File: src/rtl/adt_pkg.sv
`timescale 1ns / 1ps

package adt_pkg;

   // Table geometry
   localparam int DEFAULT_TABLE_DEPTH = 256;

   // Field widths
   localparam int ADDR_W     = 48;
   localparam int STRENGTH_W = 8;
   localparam int COUNT_W    = 16;
   localparam int TIME_W     = 32;
   localparam int DWELL_W    = 23;
   localparam int SCORE_W    = 24;
   localparam int TOTAL_W    = 9;
   localparam int MARKS_W    = 16;

   // Scoring and saturation constants
   localparam logic [COUNT_W-1:0] COUNT_MAX       = 16'hFFFF;
   localparam logic [MARKS_W-1:0] MARKS_MAX       = 16'hFFFF;
   localparam int                 CROSS_BONUS     = 5000;
   localparam int                 RANDOM_PENALTY  = 30;
   localparam int                 STRENGTH_OFFSET = 100;

   // Millisecond span to seconds: x / 1000 = (x * 274877907) >> 38,
   // exact for every 32-bit x
   localparam int                 MS_PER_S  = 1000;
   localparam int                 RECIP_W   = 29;
   localparam logic [RECIP_W-1:0] DIV_RECIP = 29'd274877907;
   localparam int                 DIV_SHIFT = 38;
   localparam int                 PROD_W    = TIME_W + RECIP_W;

   localparam logic ACTION_SIGHT = 1'b0;
   localparam logic ACTION_MOVE  = 1'b1;

   // One stored table entry (insert rank is kept beside it, its width is per depth)
   typedef struct packed {
      logic [ADDR_W-1:0]            addr;
      logic                         source;
      logic signed [STRENGTH_W-1:0] last_strength;
      logic signed [STRENGTH_W-1:0] best_strength;
      logic [COUNT_W-1:0]           count;
      logic [TIME_W-1:0]            first_ms;
      logic [TIME_W-1:0]            last_ms;
      logic                         random;
   } entry_type;

   typedef enum logic [3:0] {
      ST_IDLE,
      ST_DISPATCH,
      ST_MATCH,
      ST_PREP_OLD,
      ST_OLDEST,
      ST_EVICT,
      ST_DECR,
      ST_WRITE,
      ST_DIV,
      ST_SCORE,
      ST_MOVE,
      ST_RESPOND
   } ctl_state_type;

   typedef enum logic [3:0] {
      OP_NONE,
      OP_LOAD,
      OP_MATCH,
      OP_RESTART,
      OP_OLDEST,
      OP_EVICT,
      OP_DECR,
      OP_WRITE,
      OP_DIV,
      OP_SCORE,
      OP_MOVE
   } dp_op_type;

   typedef struct packed {
      dp_op_type op;
   } dp_cmd_type;

   typedef struct packed {
      logic scan_done;
      logic found;
      logic full;
      logic is_move;
   } dp_status_type;

endpackage

File: src/rtl/adt_controller.sv
`timescale 1ns / 1ps

module adt_controller import adt_pkg::*; (
   input  logic          clock,
   input  logic          reset,
   input  logic          req_valid,
   output logic          req_stall,
   output logic          rsp_valid,
   input  logic          rsp_stall,
   input  dp_status_type status,
   output dp_cmd_type    cmd
);

   ctl_state_type state_ff, state_in;

   // Next state
   always_comb begin
      state_in = state_ff;
      unique case (state_ff)
         ST_IDLE: begin
            if (req_valid) state_in = ST_DISPATCH;
         end
         ST_DISPATCH: begin
            state_in = status.is_move ? ST_MOVE : ST_MATCH;
         end
         ST_MATCH: begin
            if (status.scan_done) begin
               if (status.found || !status.full) state_in = ST_WRITE;
               else                              state_in = ST_PREP_OLD;
            end
         end
         ST_PREP_OLD: state_in = ST_OLDEST;
         ST_OLDEST: begin
            if (status.scan_done) state_in = ST_EVICT;
         end
         ST_EVICT: state_in = ST_DECR;
         ST_DECR: begin
            if (status.scan_done) state_in = ST_WRITE;
         end
         ST_WRITE: state_in = ST_DIV;
         ST_DIV:   state_in = ST_SCORE;
         ST_SCORE: state_in = ST_RESPOND;
         ST_MOVE:  state_in = ST_RESPOND;
         ST_RESPOND: begin
            if (!rsp_stall) state_in = ST_IDLE;
         end
         default: state_in = ST_IDLE;
      endcase
   end

   // Outputs
   always_comb begin
      cmd.op    = OP_NONE;
      req_stall = 1'b1;
      rsp_valid = 1'b0;
      unique case (state_ff)
         ST_IDLE: begin
            req_stall = 1'b0;
            if (req_valid) cmd.op = OP_LOAD;
         end
         ST_DISPATCH: cmd.op = OP_NONE;
         ST_MATCH:    cmd.op = OP_MATCH;
         ST_PREP_OLD: cmd.op = OP_RESTART;
         ST_OLDEST:   cmd.op = OP_OLDEST;
         ST_EVICT:    cmd.op = OP_EVICT;
         ST_DECR:     cmd.op = OP_DECR;
         ST_WRITE:    cmd.op = OP_WRITE;
         ST_DIV:      cmd.op = OP_DIV;
         ST_SCORE:    cmd.op = OP_SCORE;
         ST_MOVE:     cmd.op = OP_MOVE;
         ST_RESPOND:  rsp_valid = 1'b1;
         default:     cmd.op = OP_NONE;
      endcase
   end

   always_ff @(posedge clock) begin
      if (reset) begin
         state_ff <= ST_IDLE;
      end else begin
         state_ff <= state_in;
      end
   end

endmodule

File: config.mk
export PLATFORM = sky130hd
export DESIGN_NAME = adt_controller
export DESIGN_NICKNAME = d
export VERILOG_FILES = /design/src/rtl/adt_pkg.sv /design/src/rtl/adt_controller.sv
export SDC_FILE = /design/constraint.sdc
export NUM_CORES = 1
export LEC_CHECK = 0
export ABC_CLOCK_PERIOD_IN_PS = 1300
export BUFFER_PORTS_ARGS = -buffer_cell sky130_fd_sc_hd__buf_2
export CAP_MARGIN = 25
export CORE_AREA = 3 3 40 42
export CTS_CLUSTER_SIZE = 16
export DETAILED_ROUTE_END_ITERATION = 7
export DIE_AREA = 0 0 43 45
export PLACE_DENSITY = 0.56
export SLEW_MARGIN = 20
export SYNTH_ARGS = -nofsm -noshare
export SYNTH_HDL_FRONTEND = slang
export SYNTH_SLANG_ARGS = --single-unit
export TNS_END_PERCENT = 50
File: constraint.sdc
create_clock -name clock -period 1.3 [get_ports clock]
set_input_delay 0.065 -clock clock [delete_from_list [all_inputs] [get_ports clock]]
set_output_delay 0.065 -clock clock [all_outputs]
set_load 0.01 [all_outputs]
==> impl_metrics.csv <==
group,metric,value,unit
placed_design,gp_congestion,0.8062,
logic_synthesis,synth-seq-cells,4,
drt,totalWireLength,841,microns
sta,slew-limit-headroom,0.7733,
cells_and_area,layout-drive-gt1-share,0.5000,
cells_and_area,synthToLayoutAreaGrowth,41.06,%
sta,finalMaxSlewViolations,0,
worst_setup_path,cp_data_arrival_time,1.19,ns
outcome,status,"complete, no violations",
worst_setup_path,critPathSlowestCell,"dfxtp_4",
floorplanning,core_area,1285,sq um
logic_synthesis,synth_cells,38,
clock_tree,cts_setup_buffers,0,
logic_synthesis,synthTopCellsByArea,"dfxtp_1 (24%), a2111oi_4 (8.4%), nand2b_1 (5.7%), a2111oi_0 (5.3%), nor3b_1 (4.6%)",
power,power.total,0.6963,mW
worst_setup_path,cp_cell_sequence,"buf_12 > xnor2_1 > a32o_1 > buf_2",
floorplanning,dieArea,1935,sq um
logic_synthesis,synth.distinct_cells,24,
sta,setup_ws,0.04471,ns
cells_and_area,final_cells,69,
placed_design,dp_cells,66,
sta,worstMarginPinSlew,0.3314,ns
power,powerDensity,1500,nW/um^2
floorplanning,ioPinCount,14,
clock_tree,h-tree-depth,1,
logic_synthesis,yosysSeqAreaShare,0.2433,
logic_synthesis,synth_top_area_frac,0.2433,
clock_tree,clock_sinks,4,
logic_synthesis,yosysTopAreaCell,"dfxtp_1",
clock_tree,cts.path.max_buffers,2,
cells_and_area,fill_cells,142,
cells_and_area,final_area,464.2,sq um
cells_and_area,nNetsFinal,64,
logic_synthesis,syn-num-nets,46,
worst_setup_path,crit_fanout,9,
power,leakage,0.1891,nW
clock_tree,root_buffer,"clkbuf_4",
logic_synthesis,synth.avg_cell_area,8.660,sq um
drt,ant_nets,0,
global_route,antenna_found_initial,0,
sta,hold_ws,0.05071,ns
min_path,hp-class,"primary input to register",
cells_and_area,regMostFlops,"state_ff",
worst_setup_path,crit_required,1.24,ns
worst_setup_path,crit_type,"register to output port",
floorplanning,die_y,45,microns
clock_tree,numCtsBuffers,3,
logic_synthesis,syn_area,329.1,sq um
min_path,whs_path_depth,2,
drt,viasPerCell,5.072,
placed_design,dp_slack,0.1005,ns
placed_design,hpwl,582.8,microns
sta,max_freq,796.6,MHz
clock_tree,cts.clk_slew.worst_paths,0.04,ns
global_route,grt_pass1_vias,318,
drt,routedWlPerCell,12.19,microns
flow_run,cap_violations,0,
worst_setup_path,cp-end-kind,"output port",
sta,hold_viol_final,0,
cells_and_area,antenna_cells,0,
placed_design,postPlaceCellArea,426.7,sq um
global_route,grt_remaining_overflow,0,
cells_and_area,largest_registers,"state_ff (4)",
sta,skew,0.002738,ns
worst_setup_path,start_kind,"register",
sta,period_minus_slack,1.255,ns
global_route,grt_max_degree,12,
placed_design,io_buffers,13,
worst_setup_path,r2r_cells,3,
logic_synthesis,yosysWarnings,0,
cells_and_area,final_core_util,0.3612,
sta,timing.final.crit_share,0.9656,
cells_and_area,final_common_cell,"buf_2",
floorplanning,rows,13,
global_route,grt_first_pass_wirelength,1324,microns
sta,setup_viol,0,
clock_tree,insertion_delay,0.24,ns
power,vdd_drop_max,0.5323,mV
drt,drc,0,
floorplanning,die_w,43,microns
clock_tree,cts_tree,"built",
sta,tns,0,ns
cells_and_area,largest_reg_flops,4,
worst_setup_path,max_stage_delay,0.38,ns
sta,rsz0062_at_grt,"no",
floorplanning,initial_core_util,0.2561,
drt,drt_first_pass_iters,4,
worst_setup_path,ff2ff_setup_slack,0.12,ns
global_route,grt_use_total,0.09409,
drt,via_count,350,
drt,dr.first_iter.drc_count,17,
-- where the power goes --
part / internal [mW] / switching, mW
clock network: 0.104 / 0.0541
registers: 0.155 / 0.0577
logic: 0.175 / 0.151
total: 0.433 / 0.263
-- final timing paths --
kind                            startpoint                       end
setup / recovery  state_ff[3]$_SDFFE_PP0P_                    cmd[0]
hold / removal                       reset  state_ff[3]$_SDFFE_PP0P_
setup reg to reg  state_ff[1]$_SDFFE_PP0P_  state_ff[2]$_SDFFE_PP0P_
hold reg to reg   state_ff[2]$_SDFFE_PP0P_  state_ff[0]$_SDFFE_PP0P_
-- cells in the mapped netlist --
master and count:
a211oi_1 1, nand2_1 3, a32o_1 1, dfxtp_1 4, o21a_1 1, buf_2 2, a21boi_0 1, nor2_4 1
a21oi_1 2, buf_4 1, a2111oi_4 1, and3b_1 1, and2_1 1, nor2_1 3, nor2b_1 1, nand2b_1 3
o21ai_0 2, a2111o_1 1, buf_6 1, o22ai_1 1, nor3b_1 2, a2111oi_0 2, xnor2_1 1, o21bai_1 1
-- cells by family after synthesis --
kind of cell / share of synthesized area
xor+xnor: 0.02662
flops: 0.2434
simple gates: 0.2700
buf+inv: 0.08746
compound gates: 0.3727
-- final cells by class --
| cell class | count | area, sq um | area share |
|---|---|---|---|
| well taps | 15 | 18.77 | 0.04043 |
| flip-flops and latches | 4 | 87.58 | 0.1887 |
| repair buffers | 17 | 107.6 | 0.2318 |
| clock buffers | 3 | 22.52 | 0.04852 |
| multi-input cells | 30 | 227.7 | 0.4906 |
-- critical path, delay by kind of cell, from the launching register on --
kind                   cells  cell delay [ns]
buffers and inverters      2             0.27
XOR/XNOR                   1             0.11
AO/OA/AOI/OAI              1             0.20
flip-flops                 1             0.38
-- routing by layer --
layer,track usage,vias to the layer above,share of wire
met4,0.09036,0,0.0095
met1,0.1253,159,0.49
met2,0.1138,14,0.40
li1,-,175,-
met5,0,-,0
met3,0.03187,2,0.095
-- timing repair --
action | 4_1_cts | 5_1_grt
hold buffers | 0 | 0
pin swaps | 0 | 1
gates cloned | 0 | 0
resized for setup | 2 | 4
setup endpoints to repair | 4 | 5
Note: power is estimated with default switching activity, not from simulation.
